[src/hdl/mkte_pkg.sv]
// types, constants and helper functions of the keypad text entry block
package mkte_pkg;

    localparam int MASK_W     = 9;
    localparam int KEY_W      = 4;
    localparam int CNT_W      = 4;
    localparam int STEP_W     = 2;
    localparam int CHAR_W     = 8;
    localparam int POS_W      = 5;
    localparam int PRESS_W    = 14;
    localparam int CURSOR_W   = 6;
    localparam int SLOT_EXT_W = 7;

    localparam logic [PRESS_W-1:0]  PRESS_MAX  = 14'd9999;
    localparam logic [CURSOR_W-1:0] CURSOR_MAX = 6'd63;
    localparam logic [STEP_W-1:0]   STEP_LAST  = 2'd2;

    localparam logic [MASK_W-1:0] CHORD_CLEAR = 9'h006;
    localparam logic [MASK_W-1:0] CHORD_MODE  = 9'h030;
    localparam logic [MASK_W-1:0] CHORD_SPACE = 9'h180;

    localparam logic [CHAR_W-1:0] CODE_SPACE = 8'h20;
    localparam logic [CHAR_W-1:0] CODE_ZERO  = 8'h30;

    typedef enum logic [2:0] {
        KIND_NONE,
        KIND_DIGIT,
        KIND_LETTER,
        KIND_CLEAR,
        KIND_TOGGLE,
        KIND_SPACE,
        KIND_PAIR
    } t_kind;

    typedef enum logic [2:0] {
        ED_NONE,
        ED_CLEAR,
        ED_DIGIT,
        ED_LETTER,
        ED_TOGGLE,
        ED_SPACE,
        ED_SHIFT,
        ED_SHIFT_END
    } t_edit;

    typedef enum logic [1:0] {
        RD_CURSOR,
        RD_IDX,
        RD_IDX_P1,
        RD_IDX_P2
    } t_rd_sel;

    typedef enum logic [3:0] {
        S_IDLE,
        S_DECODE,
        S_CHORD,
        S_CHECK,
        S_TEST,
        S_SHIFT,
        S_SHIFT_END,
        S_EMIT_PRE,
        S_EMIT_RD,
        S_EMIT
    } t_state;

    typedef struct packed {
        logic    take_mask;
        logic    count_press;
        t_edit   edit;
        t_rd_sel rd_sel;
        logic    idx_clr;
        logic    idx_inc;
        logic    out_load;
    } t_cmd;

    typedef struct packed {
        t_kind kind;
        logic  scroll;
        logic  idx_last;
        logic  out_free;
    } t_stat;

    function automatic logic [CHAR_W-1:0] letter_code(input logic [KEY_W-1:0]  key,
                                                      input logic [STEP_W-1:0] step);
        logic [3*CHAR_W-1:0] letters;
        logic [CHAR_W-1:0]   code;
        case (key)
            4'd1:    letters = ".QZ";
            4'd2:    letters = "ABC";
            4'd3:    letters = "DEF";
            4'd4:    letters = "GHI";
            4'd5:    letters = "JKL";
            4'd6:    letters = "MNO";
            4'd7:    letters = "PRS";
            4'd8:    letters = "TUV";
            4'd9:    letters = "WXY";
            default: letters = '0;
        endcase
        case (step)
            2'd0:    code = letters[3*CHAR_W-1:2*CHAR_W];
            2'd1:    code = letters[2*CHAR_W-1:CHAR_W];
            2'd2:    code = letters[CHAR_W-1:0];
            default: code = '0;
        endcase
        return code;
    endfunction

    function automatic logic [CURSOR_W-1:0] cursor_inc(input logic [CURSOR_W-1:0] c);
        return (c == CURSOR_MAX) ? CURSOR_MAX : c + 6'd1;
    endfunction

endpackage

[src/hdl/mkte_dpath.sv]
// datapath: text memory, cursor and entry state, press counter, output register
module mkte_dpath #(
    parameter int VISIBLE_CHARS = 32
) (
    input  logic                                i_clk,
    input  logic                                i_rst_n,
    input  mkte_pkg::t_cmd                      i_cmd,
    output mkte_pkg::t_stat                     o_stat,
    input  logic [mkte_pkg::MASK_W-1:0]         i_switch_mask,
    input  logic                                i_ready,
    output logic                                o_valid,
    output logic [mkte_pkg::POS_W-1:0]          o_char_position,
    output logic [mkte_pkg::CHAR_W-1:0]         o_char_code,
    output logic                                o_letters_mode,
    output logic [mkte_pkg::PRESS_W-1:0]        o_press_total,
    output logic [mkte_pkg::CURSOR_W-1:0]       o_write_position,
    output logic                                o_last_of_run
);

    localparam int SLOTS = VISIBLE_CHARS + 2;
    localparam int AW    = $clog2(SLOTS);
    localparam int IDX_W = $clog2(VISIBLE_CHARS);
    localparam logic [mkte_pkg::SLOT_EXT_W-1:0] VIS_EXT   = mkte_pkg::SLOT_EXT_W'(VISIBLE_CHARS);
    localparam logic [mkte_pkg::SLOT_EXT_W-1:0] SLOTS_EXT = mkte_pkg::SLOT_EXT_W'(SLOTS);
    localparam logic [IDX_W-1:0] IDX_LAST = IDX_W'(VISIBLE_CHARS - 1);
    localparam logic [AW-1:0]    TOP_IDX  = AW'(VISIBLE_CHARS);

    logic [mkte_pkg::MASK_W-1:0]     r_mask;
    logic [mkte_pkg::CURSOR_W-1:0]   r_cursor, n_cursor;
    logic [mkte_pkg::KEY_W-1:0]      r_prev_key, n_prev_key;
    logic [mkte_pkg::STEP_W-1:0]     r_step, n_step;
    logic                            r_letters, n_letters;
    logic [mkte_pkg::PRESS_W-1:0]    r_press, n_press;
    logic [IDX_W-1:0]                r_idx;
    logic [SLOTS-1:0]                r_slot_ok;
    logic [mkte_pkg::CHAR_W-1:0]     r_mem [SLOTS];
    logic [mkte_pkg::CHAR_W-1:0]     r_rd_data;
    logic                            r_rd_ok;

    logic                            r_out_valid;
    logic [mkte_pkg::POS_W-1:0]      r_out_pos;
    logic [mkte_pkg::CHAR_W-1:0]     r_out_code;
    logic                            r_out_mode;
    logic [mkte_pkg::PRESS_W-1:0]    r_out_press;
    logic [mkte_pkg::CURSOR_W-1:0]   r_out_wpos;
    logic                            r_out_last;

    logic [mkte_pkg::CNT_W-1:0]      key_cnt;
    logic [mkte_pkg::KEY_W-1:0]      key;
    mkte_pkg::t_kind                 kind;
    logic [mkte_pkg::PRESS_W:0]      press_sum;

    logic [mkte_pkg::SLOT_EXT_W-1:0] cur_ext, idx_ext, rd_addr, wr_addr;
    logic                            rd_in, wr_en, wr_ok, clr_all, clr_top;
    logic [mkte_pkg::CHAR_W-1:0]     wr_data, rd_val;
    logic                            occupied;
    logic                            adv;
    logic [mkte_pkg::CURSOR_W-1:0]   c1;
    logic [mkte_pkg::STEP_W-1:0]     s1;

    // key decode from the latched scan
    always_comb begin
        key_cnt = '0;
        key     = '0;
        for (int k = mkte_pkg::MASK_W - 1; k >= 0; k--) begin
            if (r_mask[k]) begin
                key     = mkte_pkg::KEY_W'(k + 1);
                key_cnt = key_cnt + 4'd1;
            end
        end
    end

    always_comb begin
        case (key_cnt)
            4'd1: begin
                kind = r_letters ? mkte_pkg::KIND_LETTER : mkte_pkg::KIND_DIGIT;
            end
            4'd2: begin
                if (r_mask == mkte_pkg::CHORD_CLEAR) begin
                    kind = mkte_pkg::KIND_CLEAR;
                end else if (r_mask == mkte_pkg::CHORD_MODE) begin
                    kind = mkte_pkg::KIND_TOGGLE;
                end else if (r_mask == mkte_pkg::CHORD_SPACE) begin
                    kind = mkte_pkg::KIND_SPACE;
                end else begin
                    kind = mkte_pkg::KIND_PAIR;
                end
            end
            default: kind = mkte_pkg::KIND_NONE;
        endcase
    end

    assign press_sum = {1'b0, r_press} + (mkte_pkg::PRESS_W + 1)'(key_cnt);

    always_comb begin
        if (press_sum > {1'b0, mkte_pkg::PRESS_MAX}) begin
            n_press = mkte_pkg::PRESS_MAX;
        end else begin
            n_press = press_sum[mkte_pkg::PRESS_W-1:0];
        end
    end

    assign cur_ext  = mkte_pkg::SLOT_EXT_W'(r_cursor);
    assign idx_ext  = mkte_pkg::SLOT_EXT_W'(r_idx);
    assign rd_val   = r_rd_ok ? r_rd_data : '0;
    assign occupied = |rd_val;

    always_comb begin
        case (i_cmd.rd_sel)
            mkte_pkg::RD_CURSOR: rd_addr = cur_ext;
            mkte_pkg::RD_IDX:    rd_addr = idx_ext;
            mkte_pkg::RD_IDX_P1: rd_addr = idx_ext + mkte_pkg::SLOT_EXT_W'(1);
            mkte_pkg::RD_IDX_P2: rd_addr = idx_ext + mkte_pkg::SLOT_EXT_W'(2);
            default:             rd_addr = cur_ext;
        endcase
    end

    assign rd_in = rd_addr < SLOTS_EXT;

    // edit of the entry state and the single write into the text memory
    always_comb begin
        n_cursor   = r_cursor;
        n_prev_key = r_prev_key;
        n_step     = r_step;
        n_letters  = r_letters;
        wr_en      = 1'b0;
        wr_addr    = cur_ext;
        wr_data    = '0;
        clr_all    = 1'b0;
        clr_top    = 1'b0;
        adv        = (r_prev_key != key) && (r_prev_key != '0);
        c1         = adv ? mkte_pkg::cursor_inc(r_cursor) : r_cursor;
        s1         = (adv || r_step > mkte_pkg::STEP_LAST) ? '0 : r_step;
        case (i_cmd.edit)
            mkte_pkg::ED_CLEAR: begin
                clr_all    = 1'b1;
                n_cursor   = '0;
                n_prev_key = '0;
                n_step     = '0;
            end
            mkte_pkg::ED_DIGIT: begin
                wr_en    = 1'b1;
                wr_data  = mkte_pkg::CODE_ZERO + mkte_pkg::CHAR_W'(key);
                n_cursor = mkte_pkg::cursor_inc(r_cursor);
            end
            mkte_pkg::ED_LETTER: begin
                wr_en      = 1'b1;
                wr_addr    = mkte_pkg::SLOT_EXT_W'(c1);
                wr_data    = mkte_pkg::letter_code(key, s1);
                n_cursor   = c1;
                n_step     = (s1 == mkte_pkg::STEP_LAST) ? '0 : s1 + 2'd1;
                n_prev_key = key;
            end
            mkte_pkg::ED_TOGGLE: begin
                if (occupied) begin
                    n_cursor   = mkte_pkg::cursor_inc(r_cursor);
                    n_prev_key = '0;
                    n_step     = '0;
                end
                n_letters = ~r_letters;
            end
            mkte_pkg::ED_SPACE: begin
                // step off an occupied slot before writing the space
                wr_en      = 1'b1;
                wr_addr    = occupied ? mkte_pkg::SLOT_EXT_W'(mkte_pkg::cursor_inc(r_cursor))
                                      : cur_ext;
                wr_data    = mkte_pkg::CODE_SPACE;
                n_cursor   = occupied ? mkte_pkg::cursor_inc(mkte_pkg::cursor_inc(r_cursor))
                                      : mkte_pkg::cursor_inc(r_cursor);
                n_prev_key = '0;
                n_step     = '0;
            end
            mkte_pkg::ED_SHIFT: begin
                wr_en   = 1'b1;
                wr_addr = idx_ext;
                wr_data = rd_val;
            end
            mkte_pkg::ED_SHIFT_END: begin
                clr_top  = 1'b1;
                n_cursor = r_cursor - 6'd1;
            end
            default: begin
                wr_en = 1'b0;
            end
        endcase
    end

    assign wr_ok = wr_en && (wr_addr < SLOTS_EXT);

    always_ff @(posedge i_clk) begin
        if (!i_rst_n) begin
            r_cursor   <= '0;
            r_prev_key <= '0;
            r_step     <= '0;
            r_letters  <= 1'b1;
            r_press    <= '0;
            r_idx      <= '0;
        end else begin
            r_cursor   <= n_cursor;
            r_prev_key <= n_prev_key;
            r_step     <= n_step;
            r_letters  <= n_letters;
            if (i_cmd.count_press) begin
                r_press <= n_press;
            end
            if (i_cmd.idx_clr) begin
                r_idx <= '0;
            end else if (i_cmd.idx_inc) begin
                r_idx <= r_idx + IDX_W'(1);
            end
        end
    end

    always_ff @(posedge i_clk) begin
        if (i_cmd.take_mask) begin
            r_mask <= i_switch_mask;
        end
    end

    // per-slot written flags, an unwritten slot reads as empty
    always_ff @(posedge i_clk) begin
        if (!i_rst_n) begin
            r_slot_ok <= '0;
        end else if (clr_all) begin
            r_slot_ok <= '0;
        end else begin
            if (wr_ok) begin
                r_slot_ok[wr_addr[AW-1:0]] <= 1'b1;
            end
            if (clr_top) begin
                r_slot_ok[TOP_IDX] <= 1'b0;
            end
        end
    end

    always_ff @(posedge i_clk) begin
        if (wr_ok) begin
            r_mem[wr_addr[AW-1:0]] <= wr_data;
        end
    end

    always_ff @(posedge i_clk) begin
        if (rd_in) begin
            r_rd_data <= r_mem[rd_addr[AW-1:0]];
        end
        r_rd_ok <= rd_in && r_slot_ok[rd_addr[AW-1:0]];
    end

    // output register
    always_ff @(posedge i_clk) begin
        if (!i_rst_n) begin
            r_out_valid <= 1'b0;
        end else if (i_cmd.out_load) begin
            r_out_valid <= 1'b1;
        end else if (i_ready) begin
            r_out_valid <= 1'b0;
        end
    end

    always_ff @(posedge i_clk) begin
        if (i_cmd.out_load) begin
            r_out_pos   <= idx_ext[mkte_pkg::POS_W-1:0];
            r_out_code  <= rd_val;
            r_out_mode  <= r_letters;
            r_out_press <= r_press;
            r_out_wpos  <= r_cursor;
            r_out_last  <= (r_idx == IDX_LAST);
        end
    end

    always_comb begin
        o_stat.kind     = kind;
        o_stat.scroll   = (cur_ext >= VIS_EXT) && !((cur_ext == VIS_EXT) && !occupied);
        o_stat.idx_last = (r_idx == IDX_LAST);
        o_stat.out_free = !r_out_valid || i_ready;
    end

    assign o_valid          = r_out_valid;
    assign o_char_position  = r_out_pos;
    assign o_char_code      = r_out_code;
    assign o_letters_mode   = r_out_mode;
    assign o_press_total    = r_out_press;
    assign o_write_position = r_out_wpos;
    assign o_last_of_run    = r_out_last;

endmodule

[src/hdl/mkte_ctrl.sv]
// controller: sequences decode, edit, scroll sweep and character output of one scan
module mkte_ctrl (
    input  logic             i_clk,
    input  logic             i_rst_n,
    input  logic             i_valid,
    output logic             o_ready,
    input  mkte_pkg::t_stat  i_stat,
    output mkte_pkg::t_cmd   o_cmd
);

    mkte_pkg::t_state r_state, n_state;

    always_ff @(posedge i_clk) begin
        if (!i_rst_n) begin
            r_state <= mkte_pkg::S_IDLE;
        end else begin
            r_state <= n_state;
        end
    end

    always_comb begin
        n_state = r_state;
        case (r_state)
            mkte_pkg::S_IDLE: begin
                if (i_valid) begin
                    n_state = mkte_pkg::S_DECODE;
                end
            end
            mkte_pkg::S_DECODE: begin
                case (i_stat.kind)
                    mkte_pkg::KIND_DIGIT:  n_state = mkte_pkg::S_CHECK;
                    mkte_pkg::KIND_LETTER: n_state = mkte_pkg::S_CHECK;
                    mkte_pkg::KIND_PAIR:   n_state = mkte_pkg::S_CHECK;
                    mkte_pkg::KIND_TOGGLE: n_state = mkte_pkg::S_CHORD;
                    mkte_pkg::KIND_SPACE:  n_state = mkte_pkg::S_CHORD;
                    default:               n_state = mkte_pkg::S_EMIT_PRE;
                endcase
            end
            mkte_pkg::S_CHORD: begin
                if (i_stat.kind == mkte_pkg::KIND_TOGGLE) begin
                    n_state = mkte_pkg::S_EMIT_PRE;
                end else begin
                    n_state = mkte_pkg::S_CHECK;
                end
            end
            mkte_pkg::S_CHECK: n_state = mkte_pkg::S_TEST;
            mkte_pkg::S_TEST: begin
                n_state = i_stat.scroll ? mkte_pkg::S_SHIFT : mkte_pkg::S_EMIT_PRE;
            end
            mkte_pkg::S_SHIFT: begin
                if (i_stat.idx_last) begin
                    n_state = mkte_pkg::S_SHIFT_END;
                end
            end
            mkte_pkg::S_SHIFT_END: n_state = mkte_pkg::S_EMIT_PRE;
            mkte_pkg::S_EMIT_PRE:  n_state = mkte_pkg::S_EMIT_RD;
            mkte_pkg::S_EMIT_RD:   n_state = mkte_pkg::S_EMIT;
            mkte_pkg::S_EMIT: begin
                if (i_stat.out_free && i_stat.idx_last) begin
                    n_state = mkte_pkg::S_IDLE;
                end
            end
            default: n_state = mkte_pkg::S_IDLE;
        endcase
    end

    always_comb begin
        o_ready           = 1'b0;
        o_cmd.take_mask   = 1'b0;
        o_cmd.count_press = 1'b0;
        o_cmd.edit        = mkte_pkg::ED_NONE;
        o_cmd.rd_sel      = mkte_pkg::RD_CURSOR;
        o_cmd.idx_clr     = 1'b0;
        o_cmd.idx_inc     = 1'b0;
        o_cmd.out_load    = 1'b0;
        case (r_state)
            mkte_pkg::S_IDLE: begin
                o_ready         = 1'b1;
                o_cmd.take_mask = i_valid;
            end
            mkte_pkg::S_DECODE: begin
                o_cmd.count_press = 1'b1;
                case (i_stat.kind)
                    mkte_pkg::KIND_DIGIT:  o_cmd.edit = mkte_pkg::ED_DIGIT;
                    mkte_pkg::KIND_LETTER: o_cmd.edit = mkte_pkg::ED_LETTER;
                    mkte_pkg::KIND_CLEAR:  o_cmd.edit = mkte_pkg::ED_CLEAR;
                    default:               o_cmd.edit = mkte_pkg::ED_NONE;
                endcase
            end
            mkte_pkg::S_CHORD: begin
                if (i_stat.kind == mkte_pkg::KIND_TOGGLE) begin
                    o_cmd.edit = mkte_pkg::ED_TOGGLE;
                end else begin
                    o_cmd.edit = mkte_pkg::ED_SPACE;
                end
            end
            mkte_pkg::S_CHECK: begin
                o_cmd.idx_clr = 1'b1;
            end
            mkte_pkg::S_TEST: begin
                o_cmd.rd_sel = mkte_pkg::RD_IDX_P1;
            end
            mkte_pkg::S_SHIFT: begin
                // write slot idx with slot idx+1 while fetching slot idx+2
                o_cmd.edit    = mkte_pkg::ED_SHIFT;
                o_cmd.rd_sel  = mkte_pkg::RD_IDX_P2;
                o_cmd.idx_inc = 1'b1;
            end
            mkte_pkg::S_SHIFT_END: begin
                o_cmd.edit = mkte_pkg::ED_SHIFT_END;
            end
            mkte_pkg::S_EMIT_PRE: begin
                o_cmd.idx_clr = 1'b1;
            end
            mkte_pkg::S_EMIT_RD: begin
                o_cmd.rd_sel = mkte_pkg::RD_IDX;
            end
            mkte_pkg::S_EMIT: begin
                if (i_stat.out_free) begin
                    o_cmd.out_load = 1'b1;
                    o_cmd.idx_inc  = 1'b1;
                    o_cmd.rd_sel   = mkte_pkg::RD_IDX_P1;
                end else begin
                    o_cmd.rd_sel = mkte_pkg::RD_IDX;
                end
            end
            default: begin
                o_ready = 1'b0;
            end
        endcase
    end

endmodule

[src/hdl/multitap_keypad_text_entry.sv]
// Multi-tap keypad text entry. Each item is one scan of a nine-key mask; the block
// edits a text memory of VISIBLE_CHARS+2 slots and then emits VISIBLE_CHARS result
// items, one per visible character in order, the last flagged by o_last_of_run.
// One scan at a time. The spacing of accepted scans depends on the kind of scan (no key,
// a clear or three or more keys; a mode toggle; a single key or a plain key pair; a space)
// and grows when the output side stalls; a scan that scrolls adds a copy sweep, one slot
// per cycle through the single memory write port. The next scan is accepted once the
// final character sits in the output register. Reset clears the text memory at once
// through per-slot flags.
module multitap_keypad_text_entry #(
    parameter int VISIBLE_CHARS = 32
) (
    input  logic                                i_clk,
    input  logic                                i_rst_n,
    input  logic                                i_valid,
    output logic                                o_ready,
    input  logic [mkte_pkg::MASK_W-1:0]         i_switch_mask,
    output logic                                o_valid,
    input  logic                                i_ready,
    output logic [mkte_pkg::POS_W-1:0]          o_char_position,
    output logic [mkte_pkg::CHAR_W-1:0]         o_char_code,
    output logic                                o_letters_mode,
    output logic [mkte_pkg::PRESS_W-1:0]        o_press_total,
    output logic [mkte_pkg::CURSOR_W-1:0]       o_write_position,
    output logic                                o_last_of_run
);

    mkte_pkg::t_cmd  cmd;
    mkte_pkg::t_stat stat;

    mkte_ctrl u_ctrl (
        .i_clk   (i_clk),
        .i_rst_n (i_rst_n),
        .i_valid (i_valid),
        .o_ready (o_ready),
        .i_stat  (stat),
        .o_cmd   (cmd)
    );

    mkte_dpath #(
        .VISIBLE_CHARS (VISIBLE_CHARS)
    ) u_dpath (
        .i_clk            (i_clk),
        .i_rst_n          (i_rst_n),
        .i_cmd            (cmd),
        .o_stat           (stat),
        .i_switch_mask    (i_switch_mask),
        .i_ready          (i_ready),
        .o_valid          (o_valid),
        .o_char_position  (o_char_position),
        .o_char_code      (o_char_code),
        .o_letters_mode   (o_letters_mode),
        .o_press_total    (o_press_total),
        .o_write_position (o_write_position),
        .o_last_of_run    (o_last_of_run)
    );

endmodule

[config.mk]
export PLATFORM = sky130hd
export DESIGN_NAME = multitap_keypad_text_entry
export DESIGN_NICKNAME = d
export VERILOG_FILES = /design/src/hdl/mkte_pkg.sv /design/src/hdl/mkte_dpath.sv /design/src/hdl/mkte_ctrl.sv /design/src/hdl/multitap_keypad_text_entry.sv
export SDC_FILE = /design/constraint.sdc
export NUM_CORES = 1
export LEC_CHECK = 0
export BUFFER_PORTS_ARGS = -buffer_cell sky130_fd_sc_hd__buf_2
export CORE_MARGIN = 4
export CORE_UTILIZATION = 45
export DETAILED_ROUTE_END_ITERATION = 16
export GPL_TIMING_DRIVEN = 0
export PLACE_DENSITY_LB_ADDON = 0.1
export REMOVE_ABC_BUFFERS = 1
export SYNTH_ARGS = -nofsm -noshare
export SYNTH_HDL_FRONTEND = slang
export SYNTH_SLANG_ARGS = --single-unit
[constraint.sdc]
create_clock -name i_clk -period 13.8 [get_ports i_clk]
set_clock_uncertainty 0.05 [all_clocks]
set_input_delay 0.69 -clock i_clk [delete_from_list [all_inputs] [get_ports i_clk]]
set_output_delay 0.69 -clock i_clk [all_outputs]
set_load 0.05 [all_outputs]
Word-level counts from Yosys, hierarchy flattened
Memory sizes are Yosys's and may differ from the RTL's. A register that Yosys moved wholly into a read port is not among the register bits.
Index checks and enable logic that the tools add are counted.
Operators by class
  reductions and logical operators: 31
  magnitude comparators: 8
  equal/unequal tests: 41
  bitwise operators: 3
  $add $sub $neg: 17
  muxes and demuxes: 72
Operators with widths (count)
  $mux W4: 21
  $pmux W4 S10: 1
  $mux W6: 6
  $pmux W6 S6: 1
  $or A34 B34 Y34: 1
  $pmux W8 S4: 1
  $add A4 B1 Y4 const B: 7
  $pmux W7 S4: 1
  $pmux W8 S3: 1
  $eq A3 B3 Y1 const B: 7
  $pmux W7 S3: 1
  $eq A6 B6 Y1 const B: 3
  $eq A4 B3 Y1 const B: 4
  $mux W1: 16
  $mux W2: 8
  $add A14 B4 Y15: 1
  $gt A15 B14 Y1 const B: 1
  $lt A6 B7 Y1 const B: 2
  $lt A7 B6 Y1 const B: 2
  $mux W14: 1
  $add A6 B1 Y6 const B: 2
  $eq A3 B2 Y1 const B: 4
  $eq A4 B2 Y1 const B: 3
  $pmux W2 S3: 2
  other kinds (47): 75
Word-level totals
  register bits after elaboration: 116
  memories: 2
  memory bits (read-only): 304
  output and inout port bits: 37
  logic and storage cells: 192
  bits in writable memories: 272
  bits of input ports: 13
Memory list
  (no name shown): words 16, width 19, read ports 1, clocked after Yosys merged registers in 0, wr ports 0, line mkte_pkg.sv:87  | case (key)
  u_dpath.r_mem: words 34, width 8, read ports 1, clocked after Yosys merged registers in 1, wr ports 1, line mkte_dpath.sv:36  | logic [mkte_pkg::CHAR_W-1:0] r_mem [SLOTS];

Logic depth before layout (Yosys ltp)
Gate-level depths: netlist (run 1).
  word-level depth: 29
  depth in mapped cells: 40
  gate-level depth less buffers: 40

Cells and area by module
A second synthesis (run 1) with hierarchy kept.
Unflattened totals
  cells, all modules: 1672
  area, all modules: 19316.0 µm²
Modules (own cells, without submodules)
  mkte_dpath: area each 18816.8 µm², cells an instance 1599, sequential area each 11090.6 µm², times used 1
  mkte_ctrl: area each 499.2 µm², cells an instance 73, sequential area each 80.1 µm², times used 1

Least setup slack after synthesis (run 1)
OpenSTA, ideal clock, no wires.
  kind: register to register
  start: register u_dpath.r_mask[7] (netlist bit)
  end: register u_dpath.r_press[9] (netlist bit)
  setup time: 0.119 ns
  cell stages (with the launch flop): 36
  path slack: 6.046 ns
  path buffers: 1
  period minus slack after synthesis: 7.754 ns
  arrival: 7.585 ns
  data required time: 13.631 ns
  path through: edfxtp_1 inv_1 ha_1 xor2_1 ha_1 nand2_1 o21ai_0 ha_1 nand2_1 o21ai_0 or2_2 ha_1 nand2b_1 o31ai_1 inv_1 ha_1 nand2_1 o21ai_0 ha_1 a21oi_1 and2_1 inv_1 ha_1 nand2_1 o21ai_0 inv_1 fa_1 nor2b_1 o21ai_0 a2111oi_0 nand4_1 a31oi_1 nor2_1 or3_1 clkbuf_1 o221a_2
On the way
  word-level cells in the longest chain between the ends: 18
RTL lines
  from (decl): line mkte_dpath.sv:28  | logic [mkte_pkg::MASK_W-1:0] r_mask;
  from (signal assigned): line mkte_dpath.sv:216  | r_mask <= i_switch_mask;
  $mux W4 *: line mkte_dpath.sv:66  | if (r_mask[k]) begin
  $add A4 B1 Y4: line mkte_dpath.sv:68  | key_cnt = key_cnt + 4'd1;
  $mux W4 *: line mkte_dpath.sv:66
  $add A4 B1 Y4: line mkte_dpath.sv:68
  $mux W4 *: line mkte_dpath.sv:66
  $add A4 B1 Y4: line mkte_dpath.sv:68
  $mux W4 *: line mkte_dpath.sv:66
  $add A4 B1 Y4: line mkte_dpath.sv:68
  [2 not listed]
  $mux W4 *: line mkte_dpath.sv:66
  $add A4 B1 Y4: line mkte_dpath.sv:68
  $mux W4 *: line mkte_dpath.sv:66
  $add A4 B1 Y4: line mkte_dpath.sv:68
  $mux W4 *: line mkte_dpath.sv:66
  $add A14 B4 Y15 *: line mkte_dpath.sv:93  | assign press_sum = {1'b0, r_press} + (mkte_pkg::PRESS_W + 1)'(key_cnt);
  $gt A15 B14 Y1: line mkte_dpath.sv:96  | if (press_sum > {1'b0, mkte_pkg::PRESS_MAX}) begin
  $mux W14 *: line mkte_dpath.sv:96
  to (signal assigned): line mkte_dpath.sv:204  | r_press <= n_press;
  to (decl): line mkte_dpath.sv:33  | logic [mkte_pkg::PRESS_W-1:0] r_press, n_press;
Every way passes the cells marked *; elsewhere a longest branch is shown, timed or not.
A chain may end at the register's enable or synchronous reset.

Worst setup path in the final report (run 1)
  start: register u_dpath.r_mask[7] (netlist bit)
  end: memory u_dpath.r_mem[14][0] (netlist bit) (enable)
On the way
  word-level cells in the longest chain between the ends: 26
  elaborated cells on any way between the ends: 53
  those cells by class: 7 x add/sub; 1 x order compare; 14 x eq/ne; 28 x mux; 3 x reduce/logical
RTL lines
  $mux W4: line mkte_dpath.sv:66
  $add A4 B1 Y4: line mkte_dpath.sv:68
  $mux W4: line mkte_dpath.sv:66
  $add A4 B1 Y4: line mkte_dpath.sv:68
  $mux W4: line mkte_dpath.sv:66
  $add A4 B1 Y4: line mkte_dpath.sv:68
  $mux W4: line mkte_dpath.sv:66
  $add A4 B1 Y4: line mkte_dpath.sv:68
  [10 not listed]
  $pmux W2 S3 or $mux W1 (tied branches): line mkte_ctrl.sv:83, mkte_ctrl.sv:91
  $pmux W3 S4: line mkte_ctrl.sv:76  | case (r_state)
  $eq A3 B3 Y1, or another cell as far along: line mkte_dpath.sv:134  | case (i_cmd.edit)
  $pmux W7 S3 or $reduce_or A4 Y1 (tied branches)
  $lt A7 B6 Y1 or $mux W1 (tied branches): line mkte_dpath.sv:188, mkte_dpath.sv:134
  $logic_and A1 B1 Y1: line mkte_dpath.sv:188  | assign wr_ok = wr_en && (wr_addr < SLOTS_EXT);
  $mux W1: line mkte_dpath.sv:237  | if (wr_ok) begin
  $mux W1 (implied by the code): line mkte_dpath.sv:238  | r_mem[wr_addr[AW-1:0]] <= wr_data;
  to (decl): line mkte_dpath.sv:36
Several ways; a longest one is shown, not always the timed one.

==> metrics.cfg, run 1 <==
[setup_path]
timing.rr.end=u_dpath.r_mem[14][0]
cp-endpoint=u_dpath.r_mem[14][0]
regToRegSetupSlack_ns=4.31
cp_slowest_cell=nor2_1
endpoint_kind=register
cpMostUsedCell=ha_1
crit_path_start_kind=register
crit_family=simple AND/OR/NAND/NOR gates
crit_required_ns=13.94
cp_slowest_stage_delay_ns=0.95
cp_max_fo=21
worstReg2RegStart=u_dpath.r_mask[7]
path_buf_inv=4
path_class=register to register
critPathLaunch=u_dpath.r_mask[7]
reg2reg_depth=35
cp.arrival_ns=9.62
cp_num_cells=35

[outcome]
status=finished, final reports clean

[place]
dpl-instance-area_mm2=0.01986
gp_congestion=0.9019
pre_cts_ws_ns=4.344
place_hpwl_um=31220
numPortBuffers=49

[timing]
period_needed_ns=9.488
setup_viol_count_final=0
min_period_over_period=0.6875
setup_tns_ns=0
slew_viol_final=0
slew_headroom=0.02996
fmax_ghz=0.1054
rsz0062_at_grt=false
postLayoutSetupSlackWorst_ns=4.312
max_slew.worst_pin.slew_ns=1.455
finalHoldViolCount=0

[finish]
final_nets=1650
antenna_cells=0
fin_area_mm2=0.02129
layout_commonest_cell=edfxtp_1
most-common-layout-cells=324 x edfxtp_1, 194 x nand2_1, 116 x nor2_1, 82 x a211oi_1, 78 x mux2i_1
drive_gt1_frac=0.1191
area_growth_pct=13.59

[power_and_ir_drop]
p_total_w=0.004368
switchingPower_w=0.001615
p_seq_frac=0.350
ir_drop_mv=0.1398
combPwrFrac=0.393
p_int_w=0.002752
switching_share=0.3698
clkPwrFrac=0.257
leakagePower_nw=7.444
p_per_area_mw_per_mm2=205.2

[cts]
postCtsSetupRepairBufs=0
htreeDepth=2
cts.sinks=396
clkLatencyLatePin_ns=0.57
cts.root.buffer_cell=clkbuf_16
cts_tree=yes
cts_buffer_depth=3
cts-hold-fix-buffers=0
clk_pin_slew_ns=0.05
cts_made_buffers=44
cts_resized=0

[synth]
synth_edf_count=324
ys_seq_area_frac=0.5961
synth-seq-cells=396
syn_inst=1589
synth.distinct_cells=82
syn_area_mm2=0.01874
synth_flop_cell=edfxtp_1
synth_top_area_cell=edfxtp_1
yosys.area.top_type_share=0.5192
yosys-top-cells-area=edfxtp_1 52%, dfxtp_1 7.7%, mux2i_1 4.2%
synth_area_per_cell_um2=11.79
yosysWarnings=0
synthArstFlopShare=0

[drt]
drc=0
firstDrtPassIters=6
wl_per_cell_um=21.88
final_antenna_net_count=0
routed_wl_um=47640
drt_iter0_markers=1199
viasPerCell=5.993
vias=13050

[run]
maxCapViolations=0

[floorplan]
core_area_mm2=0.04102
die_h_um=212.1
start_util=0.4569
dieArea_mm2=0.04497
num_rows=74
die_w_um=212.1
io_pins=50

[grt]
overflow=0
antenna_found_initial=0
grt_max_degree=58
grt_usage=0.2095
grt_pass1_vias=12420
grt_pass1_wl_um=73190

[worst_hold_path]
worstHoldPathType=input pin to register

worst reg2reg max path, delay by kind of cell, from the launching register on:
| family | cells | cell delay [ns] |
|---|---|---|
| and+or+nand+nor | 14 | 4.36 |
| adders and majority gates | 7 | 2.09 |
| AOI/OAI and AO/OA | 10 | 1.82 |
| DFF | 1 | 0.45 |
| buffers and inverters | 4 | 0.35 |
cell families after synthesis:
group / after synthesis / share of synthesized area
simple gates: 518 / 0.1314
xor+xnor: 32 / 0.01736
compound gates: 385 / 0.1445
flops: 396 / 0.5961
fa+ha+maj: 27 / 0.01843
mux: 98 / 0.06449
buf+inv: 133 / 0.02771
Yosys cell counts, drive strengths merged, types with 16 or more instances:
library cell  instances
a211oi               82
a21oi                49
a22o                 21
a311oi               22
a31oi                38
and2                 51
and3                 17
buf                  16
clkbuf               83
dfxtp                72
edfxtp              324
ha                   26
inv                  34
mux2i                78
mux4                 18
nand2               194
nand3                41
nor2                116
nor3                 18
o21ai                70
worst min path at each step:
stage,slack (ns),cells past startpoint,to,from
floorplan,0.37,2,u_dpath.r_slot_ok[10],u_dpath.r_slot_ok[10]
global placement,0.38,2,u_dpath.r_slot_ok[26],u_dpath.r_slot_ok[26]
detailed placement,0.39,2,u_dpath.r_slot_ok[10],u_dpath.r_slot_ok[10]
CTS,0.22,1,u_dpath.r_mask[8],i_switch_mask[8]
global route,0.23,1,u_dpath.r_mask[8],i_switch_mask[8]
finish,0.25,1,u_dpath.r_mask[8],i_switch_mask[8]
power by group through the flow:
stage | registers (W) | logic, W | clock network (W)
after floorplan | 0.00153 | 0.00122 | 0
after global placement | 0.00156 | 0.00167 | 0
after detailed placement | 0.00156 | 0.00170 | 0
after CTS | 0.00153 | 0.00171 | 0.00115
after global routing | 0.00154 | 0.00188 | 0.00120
final | 0.00153 | 0.00172 | 0.00112
registers in the layout, indices dropped and copies added, names as in the netlist, 2 cells and up:
register                  flops
u_dpath.r_rd_data             8
u_dpath.r_step                2
u_ctrl.r_state                4
u_dpath.o_char_position       5
u_dpath.r_mask                9
u_dpath.r_idx                 5
u_dpath.r_press              14
u_dpath.o_write_position      6
u_dpath.r_cursor              6
u_dpath.o_press_total        14
u_dpath.o_char_code           8
u_dpath.r_slot_ok            34
u_dpath.r_prev_key            4
u_dpath.r_mem               272
metal layers:
metal,GRT usage,routed length (um)
met2,0.3196,20990
met3,0.02818,2864
met4,0.06841,1392
met5,0,0
met1,0.3119,22390
through the flow:
step / hold WS (ns) / utilization / cells
after floorplan: 0.3667 / - / 1490
after global placement: 0.3807 / 0.4696 / 2071
after detailed placement: 0.3917 / 0.4842 / 2095
after CTS: 0.2185 / 0.5181 / 2176
after global routing: 0.2272 / 0.5190 / 2177
final: 0.2528 / 0.5190 / 2177
cell type report:
class	instances	area (um2)
sequential	396	11170
inverter	34	127.6
clock inverter	21	188.9
multi-input combinational	1060	7174
fill	3555	19730
timing repair buffer	74	757.0
tap	532	665.6
clock buffer	60	1202
Power figures use the tool's default switching activity.
==> run 2, diff against run 1 <==
Clock period 13.8 ns to 7.88 ns, I/O delays scaled along.
==> run 2 against run 1 <==
Net effect: maximum frequency is 26% higher; largest cell class unchanged; global-route usage is 0.70 points higher; hold slack worse by 0.17 ns; combinational power is 100% higher; flip-flop and latch count stayed put.
==> metrics.cfg, run 2 (synthesized netlist as in run 1, its figures left out) <==
[timing]
fmax_ghz=0.1329  ; +26%
finalHoldViolCount=0  ; unchanged
slew_viol_final=0  ; unchanged
min_period_over_period=0.9551  ; +0.2676
max_slew.worst_pin.slew_ns=1.429  ; -0.02635 ns
slew_headroom=0.04753  ; +0.01757
period_needed_ns=7.526  ; -1.962 ns
setup_viol_count_final=0  ; unchanged

[grt]
grt_busiest_layer=met2
antenna_found_initial=0  ; unchanged
grt_max_degree=58  ; unchanged
met2_usage=0.3363  ; +0.01664
grt_usage=0.2165  ; +0.006971
grt_use_met1=0.3155  ; +0.003590
grt_pass1_vias=12870  ; +3.6%
met3_usage=0.03172  ; +0.003541
grt_pass1_wl_um=75630  ; +3.3%
overflow=0  ; unchanged

[setup_path]
crit_required_ns=8.10  ; -5.84 ns
cp_max_fo=12  ; -43%
endpoint_kind=register
path_class=register to register
cp.arrival_ns=7.75  ; -1.87 ns
cp_slowest_cell=or3_4
cp_slowest_stage_delay_ns=0.48  ; -0.47 ns
cpMostUsedCell=ha_1
crit_path_start_kind=register

[drt]
drt_iter0_markers=1292  ; +7.8%
wl_per_cell_um=21.95  ; +0.31%
drc=0  ; unchanged
vias=13520  ; +3.7%
final_antenna_net_count=0  ; unchanged
viasPerCell=5.979  ; -0.23%
firstDrtPassIters=5  ; -1
routed_wl_um=49650  ; +4.2%

[cts]
htreeDepth=2  ; unchanged
cts_tree=yes
clk_pin_slew_ns=0.05  ; about the same
cts_buffer_depth=3  ; unchanged
cts.sinks=396  ; unchanged
clkLatencyLatePin_ns=0.57  ; about the same
cts.root.buffer_cell=clkbuf_16
cts_made_buffers=44  ; unchanged

[power_and_ir_drop]
ir_drop_mv=0.2442  ; +75%
leakagePower_nw=8.025  ; +7.8%
p_per_area_mw_per_mm2=354.8  ; +73%

[finish]
fin_area_mm2=0.02293  ; +7.7%
area_growth_pct=22.35
final.fill_count=3354  ; -5.7%
antenna_cells=0  ; unchanged
layout_commonest_cell=edfxtp_1
final_nets=1735  ; +5.2%
most-common-layout-cells=324 x edfxtp_1, 192 x nand2_1, 82 x a211oi_1, 79 x nor2_1, 78 x mux2i_1
drive_gt1_frac=0.2046  ; +0.08548
largest_reg_flops=272  ; unchanged
fin_cells=2262  ; +3.9%

[floorplan]
num_rows=74  ; unchanged
start_util=0.4569  ; unchanged
core_area_mm2=0.04102  ; unchanged
io_pins=50  ; unchanged
die_h_um=212.1  ; unchanged
dieArea_mm2=0.04497  ; unchanged
die_w_um=212.1  ; unchanged

[place]
gp_congestion=0.9019  ; unchanged
dpl-instance-area_mm2=0.01986  ; unchanged
place_hpwl_um=31220  ; unchanged
numPortBuffers=49  ; unchanged
placedCellCount=2095  ; unchanged

[run]
maxCapViolations=0  ; unchanged

[outcome]
status=finished, final reports clean

[worst_hold_path]
worstHoldPathType=input pin to register

[run 2: what timing repair did]
action	CTS	global route
hold buffers	9	0
buffers inserted	49	23
endpoints found under the setup margin	514	491
cloned	1	3
pin swaps	38	14
endpoints found under the hold margin	9	0
resized for setup	110	40
[run 2: final cells by class]
cell class              count  area (um2)  share of cell area
flip-flops and latches    396       11170              0.4872
multi-input cells        1064        7848              0.3423
repair buffers            155        1725             0.07525
clock buffers              60        1202             0.05244
well taps                 532       665.6             0.02903
clock inverters            21       188.9            0.008240
inverters                  34       127.6            0.005566
[run 2: where the power goes]
| group | switching [W] | internal (W) |
|---|---|---|
| combinational | 0.00211 | 0.00138 |
| sequential | 0.000116 | 0.00256 |
| clock | 0.000825 | 0.00114 |
[run 2: layer usage]
| metal | wire, um | vias to the layer above |
|---|---|---|
| li1 | - | 6304 |
| met1 | 22800 | 6723 |
| met2 | 22540 | 396 |
| met3 | 2846 | 101 |
| met4 | 1460 | 0 |
| met5 | 0 | - |
[run 2: critical path: cells and delay by family (launching register included)]
family	cells	cell delay, ns
adder cells (fa/ha/maj)	7	2.00
flip-flops	1	0.43
buffers and inverters	5	0.43
AND/OR/NAND/NOR	14	2.50
AO/OA/AOI/OAI	10	1.75
[run 2: final timing paths]
check	to	cells past startpoint	slack, ns	start
max reg2reg	u_dpath.r_mem[25][3]	36	0.35	u_dpath.r_mask[7]
max	u_dpath.r_mem[25][3]	36	0.35	u_dpath.r_mask[7]
min	u_dpath.r_letters	2	0.08	i_rst_n
min reg2reg	u_dpath.r_slot_ok[10]	2	0.40	u_dpath.r_slot_ok[10]
[run 2: per-stage QoR]
step	TNS [ns]	setup slack (ns)	total power (W)	utilization	hold WS, ns
after floorplan	-21.73	-1.585	0.004820	-	0.3667
after global placement	-643.75	-7.969	0.005662	0.4696	0.3807
after detailed placement	-436.42	-1.576	0.005698	0.4842	0.3917
after CTS	0	0.06729	0.007903	0.5488	0.05231
after global routing	-0.007972	-0.002110	0.008595	0.5590	0.08130
final	0	0.3535	0.008135	0.5590	0.07807
